==> config.mk <==
export PLATFORM = sky130hd
export DESIGN_NAME = iir_filter_with_gain_flat
export DESIGN_NICKNAME = d
export VERILOG_FILES = /design/src/rtl/core/iirg_pkg.sv /design/src/rtl/core/iirg_if.sv /design/src/rtl/core/iirg_ctrl.sv /design/src/rtl/core/iirg_dp.sv /design/src/rtl/core/iir_filter_with_gain.sv /design/src/flat_wrapper.sv
export SDC_FILE = /design/constraint.sdc
export NUM_CORES = 2
export LEC_CHECK = 0
export CORE_MARGIN = 2
export CORE_UTILIZATION = 59
export CTS_CLUSTER_SIZE = 25
export DETAILED_ROUTE_END_ITERATION = 12
export DONT_BUFFER_PORTS = 1
export GPL_ROUTABILITY_DRIVEN = 0
export PLACE_DENSITY = 0.75
export SYNTH_ARGS = -nofsm -noshare
export SYNTH_HDL_FRONTEND = slang
export SYNTH_SLANG_ARGS = --single-unit
==> constraint.sdc <==
create_clock -name clk -period 11.32 [get_ports clk]
set_input_delay 2.83 -clock clk [delete_from_list [all_inputs] [get_ports clk]]
set_output_delay 2.83 -clock clk [all_outputs]
set_load 0.01 [all_outputs]
==> src/rtl/core/iirg_pkg.sv <==
// Shared types, constants and rounding function for the gain IIR filter.
`default_nettype none

package iirg_pkg;

	localparam int SAMPLE_W   = 16;
	localparam int COEF_W     = 18;
	localparam int PROD_W     = SAMPLE_W + COEF_W;
	localparam int ACC_W      = PROD_W + 3;
	localparam int REG_IDX_W  = 3;
	localparam int NUM_REGS   = 8;
	localparam int HIST_DEPTH = 3;
	localparam int TERM_W     = 3;
	localparam int FRAC_SHIFT = 14;

	// register indexes on the configuration port
	localparam logic [REG_IDX_W-1:0] REG_GAIN = 3'd0;
	localparam logic [REG_IDX_W-1:0] REG_NUM0 = 3'd1;
	localparam logic [REG_IDX_W-1:0] REG_NUM1 = 3'd2;
	localparam logic [REG_IDX_W-1:0] REG_DEN1 = 3'd5;

	localparam logic signed [COEF_W-1:0] REG_RESET [NUM_REGS] = '{
		18'sd16384, 18'sd16384, 18'sd0, 18'sd0, 18'sd0, 18'sd0, 18'sd0, 18'sd0
	};

	localparam logic signed [ACC_W-1:0] SAT_MAX  = ACC_W'(32767);
	localparam logic signed [ACC_W-1:0] SAT_MIN  = -ACC_W'(32768);
	localparam logic signed [ACC_W-1:0] RND_BIAS = ACC_W'(8192);

	typedef enum logic [2:0] {
		ST_IDLE,
		ST_RND,
		ST_HIST,
		ST_X0,
		ST_LAST,
		ST_FINISH
	} state_t;

	typedef struct packed {
		logic              start;
		logic              round_gain;
		logic              issue_hist;
		logic              issue_x0;
		logic              acc_en;
		logic              finish;
		logic [TERM_W-1:0] term;
	} cmd_t;

	typedef struct packed {
		logic out_busy;
	} status_t;

	typedef struct packed {
		logic signed [SAMPLE_W-1:0] value;
		logic                       clip;
	} sat_t;

	// round half up at 2^-14, then clamp to 16 bits
	function automatic sat_t round_sat(input logic signed [ACC_W-1:0] v);
		logic signed [ACC_W-1:0] r;
		sat_t                    res;
		r = (v + RND_BIAS) >>> FRAC_SHIFT;
		res.clip = 1'b0;
		if (r > SAT_MAX) begin
			res.value = SAT_MAX[SAMPLE_W-1:0];
			res.clip  = 1'b1;
		end else if (r < SAT_MIN) begin
			res.value = SAT_MIN[SAMPLE_W-1:0];
			res.clip  = 1'b1;
		end else begin
			res.value = r[SAMPLE_W-1:0];
		end
		return res;
	endfunction

endpackage

`default_nettype wire

==> src/rtl/core/iirg_if.sv <==
// Channel interfaces: sample input, filtered output and configuration writes.
`default_nettype none

interface iirg_in_if;
	logic                                  valid;
	logic                                  ready;
	logic signed [iirg_pkg::SAMPLE_W-1:0]  sample_in;
	modport source (output valid, output sample_in, input ready);
	modport sink (input valid, input sample_in, output ready);
endinterface

interface iirg_out_if;
	logic                                  valid;
	logic                                  ready;
	logic signed [iirg_pkg::SAMPLE_W-1:0]  sample_out;
	logic                                  clipped;
	modport source (output valid, output sample_out, output clipped, input ready);
	modport sink (input valid, input sample_out, input clipped, output ready);
endinterface

interface iirg_cfg_if;
	logic                                  valid;
	logic                                  ready;
	logic [iirg_pkg::REG_IDX_W-1:0]        index;
	logic [iirg_pkg::COEF_W-1:0]           data;
	modport source (output valid, output index, output data, input ready);
	modport sink (input valid, input index, input data, output ready);
endinterface

`default_nettype wire

==> src/rtl/core/iirg_ctrl.sv <==
// Sequencer for the shared multiply-accumulate datapath.
`default_nettype none

module iirg_ctrl #(
	parameter int NUM_TAPS = 4,
	parameter int DEN_TAPS = 4
) (
	input  wire                clk,
	input  wire                arst_n,
	input  wire                in_valid,
	output logic               in_ready,
	input  iirg_pkg::status_t  status,
	output iirg_pkg::cmd_t     cmd
);

	localparam int HIST_TERMS = (NUM_TAPS - 1) + (DEN_TAPS - 1);
	localparam logic [iirg_pkg::TERM_W-1:0] LAST_TERM = iirg_pkg::TERM_W'(HIST_TERMS - 1);

	iirg_pkg::state_t               state_q;
	iirg_pkg::state_t               state_d;
	logic [iirg_pkg::TERM_W-1:0]    term_q;

	always_ff @(posedge clk or negedge arst_n) begin
		if (!arst_n) begin
			state_q <= iirg_pkg::ST_IDLE;
			term_q  <= '0;
		end else begin
			state_q <= state_d;
			if (state_q == iirg_pkg::ST_HIST) begin
				term_q <= term_q + 1'b1;
			end else begin
				term_q <= '0;
			end
		end
	end

	always_comb begin
		state_d = state_q;
		case (state_q)
			iirg_pkg::ST_IDLE: begin
				if (in_valid) begin
					state_d = (HIST_TERMS == 0) ? iirg_pkg::ST_RND : iirg_pkg::ST_HIST;
				end
			end
			iirg_pkg::ST_RND:  state_d = iirg_pkg::ST_X0;
			iirg_pkg::ST_HIST: begin
				if (term_q == LAST_TERM) begin
					state_d = iirg_pkg::ST_X0;
				end
			end
			iirg_pkg::ST_X0:   state_d = iirg_pkg::ST_LAST;
			iirg_pkg::ST_LAST: state_d = iirg_pkg::ST_FINISH;
			iirg_pkg::ST_FINISH: begin
				if (!status.out_busy) begin
					state_d = iirg_pkg::ST_IDLE;
				end
			end
			default: state_d = iirg_pkg::ST_IDLE;
		endcase
	end

	always_comb begin
		cmd      = '0;
		cmd.term = term_q;
		in_ready = 1'b0;
		case (state_q)
			iirg_pkg::ST_IDLE: begin
				in_ready  = 1'b1;
				cmd.start = in_valid;
			end
			iirg_pkg::ST_RND: begin
				cmd.round_gain = 1'b1;
			end
			iirg_pkg::ST_HIST: begin
				// gain product is rounded while the first history product forms
				cmd.issue_hist = 1'b1;
				cmd.round_gain = (term_q == '0);
				cmd.acc_en     = (term_q != '0);
			end
			iirg_pkg::ST_X0: begin
				cmd.issue_x0 = 1'b1;
				cmd.acc_en   = (HIST_TERMS != 0);
			end
			iirg_pkg::ST_LAST: begin
				cmd.acc_en = 1'b1;
			end
			iirg_pkg::ST_FINISH: begin
				cmd.finish = !status.out_busy;
			end
			default: begin
				cmd = '0;
			end
		endcase
	end

endmodule

`default_nettype wire

==> src/rtl/core/iirg_dp.sv <==
// Datapath: coefficient registers, histories, shared multiplier, accumulator, output register.
`default_nettype none

module iirg_dp #(
	parameter int NUM_TAPS = 4,
	parameter int DEN_TAPS = 4
) (
	input  wire                                   clk,
	input  wire                                   arst_n,
	input  iirg_pkg::cmd_t                        cmd,
	output iirg_pkg::status_t                     status,
	input  wire signed [iirg_pkg::SAMPLE_W-1:0]   sample_in,
	input  wire                                   cfg_we,
	input  wire [iirg_pkg::REG_IDX_W-1:0]         cfg_index,
	input  wire [iirg_pkg::COEF_W-1:0]            cfg_data,
	output logic                                  out_valid,
	input  wire                                   out_ready,
	output logic signed [iirg_pkg::SAMPLE_W-1:0]  sample_out,
	output logic                                  clipped
);

	localparam logic [iirg_pkg::TERM_W-1:0] NUM_HT = iirg_pkg::TERM_W'(NUM_TAPS - 1);

	logic signed [iirg_pkg::COEF_W-1:0]   coef_q [iirg_pkg::NUM_REGS];
	logic signed [iirg_pkg::SAMPLE_W-1:0] xh_q [iirg_pkg::HIST_DEPTH];
	logic signed [iirg_pkg::SAMPLE_W-1:0] yh_q [iirg_pkg::HIST_DEPTH];

	logic signed [iirg_pkg::PROD_W-1:0]   prod_s1;
	logic                                 sub_s1;
	logic signed [iirg_pkg::ACC_W-1:0]    acc_q;
	logic signed [iirg_pkg::SAMPLE_W-1:0] x0_q;
	logic                                 gclip_q;
	logic                                 out_valid_q;
	logic signed [iirg_pkg::SAMPLE_W-1:0] out_sample_q;
	logic                                 out_clip_q;

	logic signed [iirg_pkg::COEF_W-1:0]   mul_a;
	logic signed [iirg_pkg::SAMPLE_W-1:0] mul_b;
	logic                                 mul_sub;
	logic [iirg_pkg::TERM_W-1:0]          den_idx;
	iirg_pkg::sat_t                       gain_sat;
	iirg_pkg::sat_t                       out_sat;

	assign den_idx  = cmd.term - NUM_HT;
	assign gain_sat = iirg_pkg::round_sat(iirg_pkg::ACC_W'(prod_s1));
	assign out_sat  = iirg_pkg::round_sat(acc_q);

	// operand select for the shared multiplier
	always_comb begin
		mul_sub = 1'b0;
		if (cmd.start) begin
			mul_a = coef_q[iirg_pkg::REG_GAIN];
			mul_b = sample_in;
		end else if (cmd.issue_x0) begin
			mul_a = coef_q[iirg_pkg::REG_NUM0];
			mul_b = x0_q;
		end else if (cmd.term < NUM_HT) begin
			mul_a = coef_q[iirg_pkg::REG_NUM1 + cmd.term];
			mul_b = xh_q[cmd.term[1:0]];
		end else begin
			mul_a   = coef_q[iirg_pkg::REG_DEN1 + den_idx];
			mul_b   = yh_q[den_idx[1:0]];
			mul_sub = 1'b1;
		end
	end

	always_ff @(posedge clk) begin
		if (cmd.start || cmd.issue_hist || cmd.issue_x0) begin
			prod_s1 <= iirg_pkg::PROD_W'(mul_a) * iirg_pkg::PROD_W'(mul_b);
			sub_s1  <= mul_sub && !cmd.start && !cmd.issue_x0;
		end
		if (cmd.start) begin
			acc_q <= '0;
		end else if (cmd.acc_en) begin
			if (sub_s1) begin
				acc_q <= acc_q - iirg_pkg::ACC_W'(prod_s1);
			end else begin
				acc_q <= acc_q + iirg_pkg::ACC_W'(prod_s1);
			end
		end
		if (cmd.round_gain) begin
			x0_q    <= gain_sat.value;
			gclip_q <= gain_sat.clip;
		end
		if (cmd.finish) begin
			out_sample_q <= out_sat.value;
			out_clip_q   <= gclip_q | out_sat.clip;
		end
	end

	always_ff @(posedge clk or negedge arst_n) begin
		if (!arst_n) begin
			for (int i = 0; i < iirg_pkg::NUM_REGS; i++) begin
				coef_q[i] <= iirg_pkg::REG_RESET[i];
			end
			for (int i = 0; i < iirg_pkg::HIST_DEPTH; i++) begin
				xh_q[i] <= '0;
				yh_q[i] <= '0;
			end
			out_valid_q <= 1'b0;
		end else begin
			if (cfg_we) begin
				coef_q[cfg_index] <= $signed(cfg_data);
			end
			if (cmd.finish) begin
				for (int i = iirg_pkg::HIST_DEPTH - 1; i > 0; i--) begin
					xh_q[i] <= xh_q[i-1];
					yh_q[i] <= yh_q[i-1];
				end
				xh_q[0] <= x0_q;
				yh_q[0] <= out_sat.value;
			end
			if (cmd.finish) begin
				out_valid_q <= 1'b1;
			end else if (out_ready) begin
				out_valid_q <= 1'b0;
			end
		end
	end

	assign status.out_busy = out_valid_q && !out_ready;
	assign out_valid       = out_valid_q;
	assign sample_out      = out_sample_q;
	assign clipped         = out_clip_q;

endmodule

`default_nettype wire

==> src/rtl/core/iir_filter_with_gain.sv <==
// Direct form I IIR filter with input gain: top level.
// Channels: din carries one signed Q1.15 sample per beat; dout returns one
// saturated Q1.15 sample plus a clipped flag per input beat, in order.
// cfg writes the eight Q4.14 registers (gain, num 0..3, den 1..3) by index;
// it is always ready and must only be used while no sample is in flight.
// One multiplier is shared: the gain product, then NUM_TAPS + DEN_TAPS - 2
// history products, then the current-sample product, one per cycle.
// An item goes from accept through the history, current-sample, last and
// finish states to the output register (with one tap each, a rounding state
// replaces the history states); din is ready again only in idle, so a new
// sample waits until the last result is in the output register.
// The output register holds a result while the next sample is processed;
// if dout is still stalled when the next result is ready, the block waits
// and din stays low on ready until the pending beat is taken.
// Reset (arst_n low) clears both histories, restores the register reset
// values (gain and num 0 at 1.0, the rest zero) and empties the output.
`default_nettype none

module iir_filter_with_gain #(
	parameter int NUM_TAPS = 4,
	parameter int DEN_TAPS = 4
) (
	input  wire               clk,
	input  wire               arst_n,
	iirg_in_if.sink           din,
	iirg_out_if.source        dout,
	iirg_cfg_if.sink          cfg
);

	iirg_pkg::cmd_t    cmd;
	iirg_pkg::status_t status;

	assign cfg.ready = 1'b1;

	iirg_ctrl #(
		.NUM_TAPS (NUM_TAPS),
		.DEN_TAPS (DEN_TAPS)
	) u_ctrl (
		.clk      (clk),
		.arst_n   (arst_n),
		.in_valid (din.valid),
		.in_ready (din.ready),
		.status   (status),
		.cmd      (cmd)
	);

	iirg_dp #(
		.NUM_TAPS (NUM_TAPS),
		.DEN_TAPS (DEN_TAPS)
	) u_dp (
		.clk        (clk),
		.arst_n     (arst_n),
		.cmd        (cmd),
		.status     (status),
		.sample_in  (din.sample_in),
		.cfg_we     (cfg.valid),
		.cfg_index  (cfg.index),
		.cfg_data   (cfg.data),
		.out_valid  (dout.valid),
		.out_ready  (dout.ready),
		.sample_out (dout.sample_out),
		.clipped    (dout.clipped)
	);

endmodule

`default_nettype wire

==> src/flat_wrapper.sv <==
// flat-port wrapper written by rule: the top's interface ports become plain ports
module iir_filter_with_gain_flat 
#(
	parameter int NUM_TAPS = 4,
	parameter int DEN_TAPS = 4
)
  (clk, arst_n, din_valid, din_sample_in, din_ready, dout_valid, dout_sample_out, dout_clipped, dout_ready, cfg_valid, cfg_index, cfg_data, cfg_ready);
  iirg_in_if din_i ();
  iirg_out_if dout_i ();
  iirg_cfg_if cfg_i ();
  input  wire clk;
  input  wire arst_n;
  input wire logic [$bits(din_i.valid)-1:0] din_valid;
  input wire logic [$bits(din_i.sample_in)-1:0] din_sample_in;
  output wire logic [$bits(din_i.ready)-1:0] din_ready;
  output wire logic [$bits(dout_i.valid)-1:0] dout_valid;
  output wire logic [$bits(dout_i.sample_out)-1:0] dout_sample_out;
  output wire logic [$bits(dout_i.clipped)-1:0] dout_clipped;
  input wire logic [$bits(dout_i.ready)-1:0] dout_ready;
  input wire logic [$bits(cfg_i.valid)-1:0] cfg_valid;
  input wire logic [$bits(cfg_i.index)-1:0] cfg_index;
  input wire logic [$bits(cfg_i.data)-1:0] cfg_data;
  output wire logic [$bits(cfg_i.ready)-1:0] cfg_ready;
  assign din_i.valid = din_valid;
  assign din_i.sample_in = din_sample_in;
  assign din_ready = din_i.ready;
  assign dout_valid = dout_i.valid;
  assign dout_sample_out = dout_i.sample_out;
  assign dout_clipped = dout_i.clipped;
  assign dout_i.ready = dout_ready;
  assign cfg_i.valid = cfg_valid;
  assign cfg_i.index = cfg_index;
  assign cfg_i.data = cfg_data;
  assign cfg_ready = cfg_i.ready;
  iir_filter_with_gain #(.NUM_TAPS(NUM_TAPS), .DEN_TAPS(DEN_TAPS)) u_core (.clk(clk), .arst_n(arst_n), .din(din_i), .dout(dout_i), .cfg(cfg_i));
endmodule
==> results by group <==
Route
  • TritonRoute pass-1 iters: 8
  • Met3 WL post-DR: 8.18 mm
  • Detail Route Antenna Nets: 0
  • Met1 WL: 33.0 mm
  • 1st-iter DRT viols: 2,290
  • Post-Route WL: 82.3 mm
  • WL per Instance: 21.2 um
  • Met2 WL: ~38 mm
  • Post-DR vias/cell: 6.20
  • # DRC: 0
  • Vias: 24,100
  • Top Layer Used: met5

Logic synthesis
  • Synth Area in Compound Gates: 0.112
  • Post-Synth XOR/XNOR Area: 0.0368
  • Async S/R FF share, synth: 0.700
  • Area leader, netlist: dfrtp_1
  • Yosys cell types: 87
  • Adder and majority cell fraction of the synthesized area: 0.240
  • Register area share after synthesis: 0.289
  • Mux share of post-synthesis cell area: 0.115
  • Main synth FF type: dfrtp_1
  • Post-Syn Instances: between 3,000 and 4,000
  • Top-area cell type share of the netlist area: 0.197
  • Syn Nets: 3,702
  • Simple-gate area share of the yosys netlist: 0.136
  • Synth top area cells: dfrtp_1 (20%), fa_1 (19%), mux2_2 (8.3%), edfxtp_1 (6.6%), ha_1 (5.3%)
  • Number of flops mapped to enable cells by yosys: 69
  • FF+latch count, synth: 353
  • Yosys warns: 0
  • Cell Area, Synth: 31,200 um^2
  • Avg Cell Area, Syn: 9.63 um^2
  • Largest family of logic cells by synthesized area: adder cells

Placed design
  • # port buffers: 0
  • DP HPWL: 60.7 mm
  • Placement Setup Slack: 0.724 ns
  • Placed Cells: 3,811
  • Dpl cell area: 31,800 um^2

Critical path
  • Type of the worst setup path: reg -> reg
  • Top cell by count, worst path: fa_1
  • Crit path DAT: 10.89 ns
  • Setup crit end: u_core.u_dp.prod_s1[33]
  • Crit path launch: u_core.u_ctrl.term_q[0]
  • R2R depth: 35
  • Worst r2r src: u_core.u_ctrl.term_q[0]
  • Startpoint Class: flip-flop
  • CP max stage cell: a21oi_4
  • Critical-path maximum fanout: 28
  • CP Capture Type: flip-flop
  • WP data required: 11.63 ns
  • Slowest Stage Delay on Critical Path: 0.63 ns
  • Reg2Reg Capture Point: u_core.u_dp.prod_s1[33]
  • Setup slack on the worst flop-to-flop path: 0.74 ns

STA
  • Max Clock Freq: about 94 MHz
  • Setup_tns: 0 ns
  • Tmin final: 10.58 ns
  • Worst Max-Slew Pin Slew: about 1.2 ns
  • RSZ-0062 raised after global routing: no
  • Setup-failing EPs final: 0
  • Final worst slack: 0.737 ns
  • Clock Skew: 0.0218 ns
  • Tcrit/Tclk final: 0.935
  • Relative slew slack: 0.213
  • Fin. Hold Viols: 0
  • Final slew viol count: 0

Clock tree
  • Clock Path Buffers: 3
  • H-tree depth: 2
  • Postcts setup bufs: 0
  • Hold buffers post-CTS: 0
  • TritonCTS clock tree: yes
  • CTS clock-pin slew for the worst setup and hold paths: 0.06 ns
  • Post-cts sizing count: 0
  • Num CTS Buffers: 39
  • Worst-Skew Late Latency: around 0.57 ns
  • Clk sinks: approximately 350
  • Clk root buf: clkbuf_16

GRT
  • Number of global-route vias before repair: between 20,000 and 25,000
  • First-pass GRT wire length: 131 mm
  • Gr usage total: 0.308
  • Antenna violations before repair: 7
  • GRT overflow: 0
  • Largest net degree at the start of global routing: 248

Min path
  • Hold Crit Class: reg -> reg

Floorplan
  • IO Pins: 62
  • Starting Density: 0.595
  • Core ar.: 52,400 um^2
  • Full die area: 54,700 um^2
  • Rows: 84
  • Die height: 234 um
  • Die X: 234 um

Final layout
  • Filler cells: 4,147
  • Finished Layout Cells: 3,887
  • Layout cells sized above 1: 0.147
  • Final Instance Area: about 33,000 um^2
  • P&R area growth vs syn: 6.30%
  • Final nets: 3,629

Outcome
  • Status: completed

Run
  • Max cap viols: 0
==> synthesized netlist by cell type (5+ instances only) <==
library cell	count
a311oi_1	34
a21o_1	28
nor3b_1	6
dfxtp_1	37
mux4_2	36
buf_2	52
nand3_1	70
mux2_4	9
o21ai_0	60
a21oi_1	174
xnor2_1	93
mux2_2	230
dfrtp_1	245
nor2_1	241
nand2b_1	37
inv_2	5
clkbuf_1	97
buf_1	20
nand4b_1	5
a31oi_1	48
o21bai_1	9
nor2b_1	32
xor2_1	36
inv_1	393
nand4_1	16
edfxtp_1	69
a211oi_1	80
o21ai_2	14
o211ai_1	7
ha_1	132
nor4_1	9
o21a_1	18
a21oi_2	8
or2_2	16
o21ai_1	25
and3_1	22
nor3_1	39
nand2_1	399
fa_1	291
and2_1	19
==> how the worst min path moves through the flow <==
stage / start / to / slack [ns] / cells after the start
2_1_floorplan: u_core.u_dp.acc_q[10] / u_core.u_dp.acc_q[10] / 0.44 / 2
3_3_place_gp: u_core.u_dp.acc_q[5] / u_core.u_dp.acc_q[5] / 0.45 / 2
3_5_place_dp: u_core.u_dp.acc_q[5] / u_core.u_dp.acc_q[5] / 0.45 / 2
4_1_cts: u_core.u_dp.acc_q[5] / u_core.u_dp.acc_q[5] / 0.46 / 2
5_1_grt: u_core.u_dp.acc_q[5] / u_core.u_dp.acc_q[5] / 0.51 / 2
6_report: u_core.u_dp.acc_q[5] / u_core.u_dp.acc_q[5] / 0.46 / 2
==> kinds of logic after synthesis <==
family / after synthesis
mux: 279
flops: 353
compound gates: 539
simple gates: 940
xor+xnor: 130
fa+ha+maj: 423
buf+inv: 572
other cells: 1
==> registers in the layout, summed over array words and instances (netlist names) <==
name                    count
u_core.u_dp.gclip_q         1
u_core.u_dp.acc_q          37
u_core.u_dp.xh_q           48
u_core.u_dp.sub_s1          1
u_core.u_dp.coef_q        144
u_core.u_dp.clipped         1
u_core.u_ctrl.state_q       3
u_core.u_dp.x0_q           16
u_core.u_dp.prod_s1        34
u_core.u_dp.yh_q           48
u_core.u_dp.out_valid       1
u_core.u_dp.sample_out     16
u_core.u_ctrl.term_q        3
==> stage by stage <==
stage,utilization,hold slack [ns]
after floorplan,-,0.436
after global placement,0.607,0.447
after detailed placement,0.607,0.454
after CTS,0.632,0.464
after global routing,0.632,0.506
final,0.632,0.461
==> worst max-delay path, delay by kind of cell, from the launching register on <==
kind	cells	cell delay, ns
buffers and inverters	8	1.36
adders and majority gates	8	3.75
AOI/OAI and AO/OA	14	3.80
DFF	1	0.41
and+or+nand+nor	2	0.19
xor gates and xnor gates	3	0.81
==> layout by cell type (no fill, tap or decap), types with 37 or more instances in the layout <==
cell type  instances
a211oi_1          80
a21oi_1          172
a31oi_1           48
buf_4             59
clkbuf_16         40
dfrtp_1          245
dfxtp_1           37
edfxtp_1          69
fa_1             291
ha_1             131
inv_1            393
mux2_2           230
nand2_1          398
nand2b_1          37
nand3_1           70
nor2_1           241
nor3_1            37
o21ai_0           60
xnor2_1           93
==> layer usage <==
| metal | global-route usage | vias to the layer above |
|---|---|---|
| li1 | - | 10700 |
| met1 | 0.413 | 12000 |
| met2 | 0.479 | 1138 |
| met3 | 0.0800 | 255 |
| met4 | 0.121 | 8 |
| met5 | 0 | - |
==> area by class of cell <==
type | count | area, um^2 | share of cell area
inverter | 398 | 1500 | 0.0451
clock buffer | 52 | 1070 | 0.0322
timing repair buffer | 60 | 463 | 0.0140
clock inverter | 19 | 240 | 0.00725
multi-input combinational | 2312 | 20000 | 0.604
sequential | 353 | 9000 | 0.271
tap | 688 | 861 | 0.0260
antenna | 5 | 12.5 | 0.000378
Power is left out: the tool's default activity adds up to more than one toggle a clock period on the data nets, which glitch-free logic cannot reach.
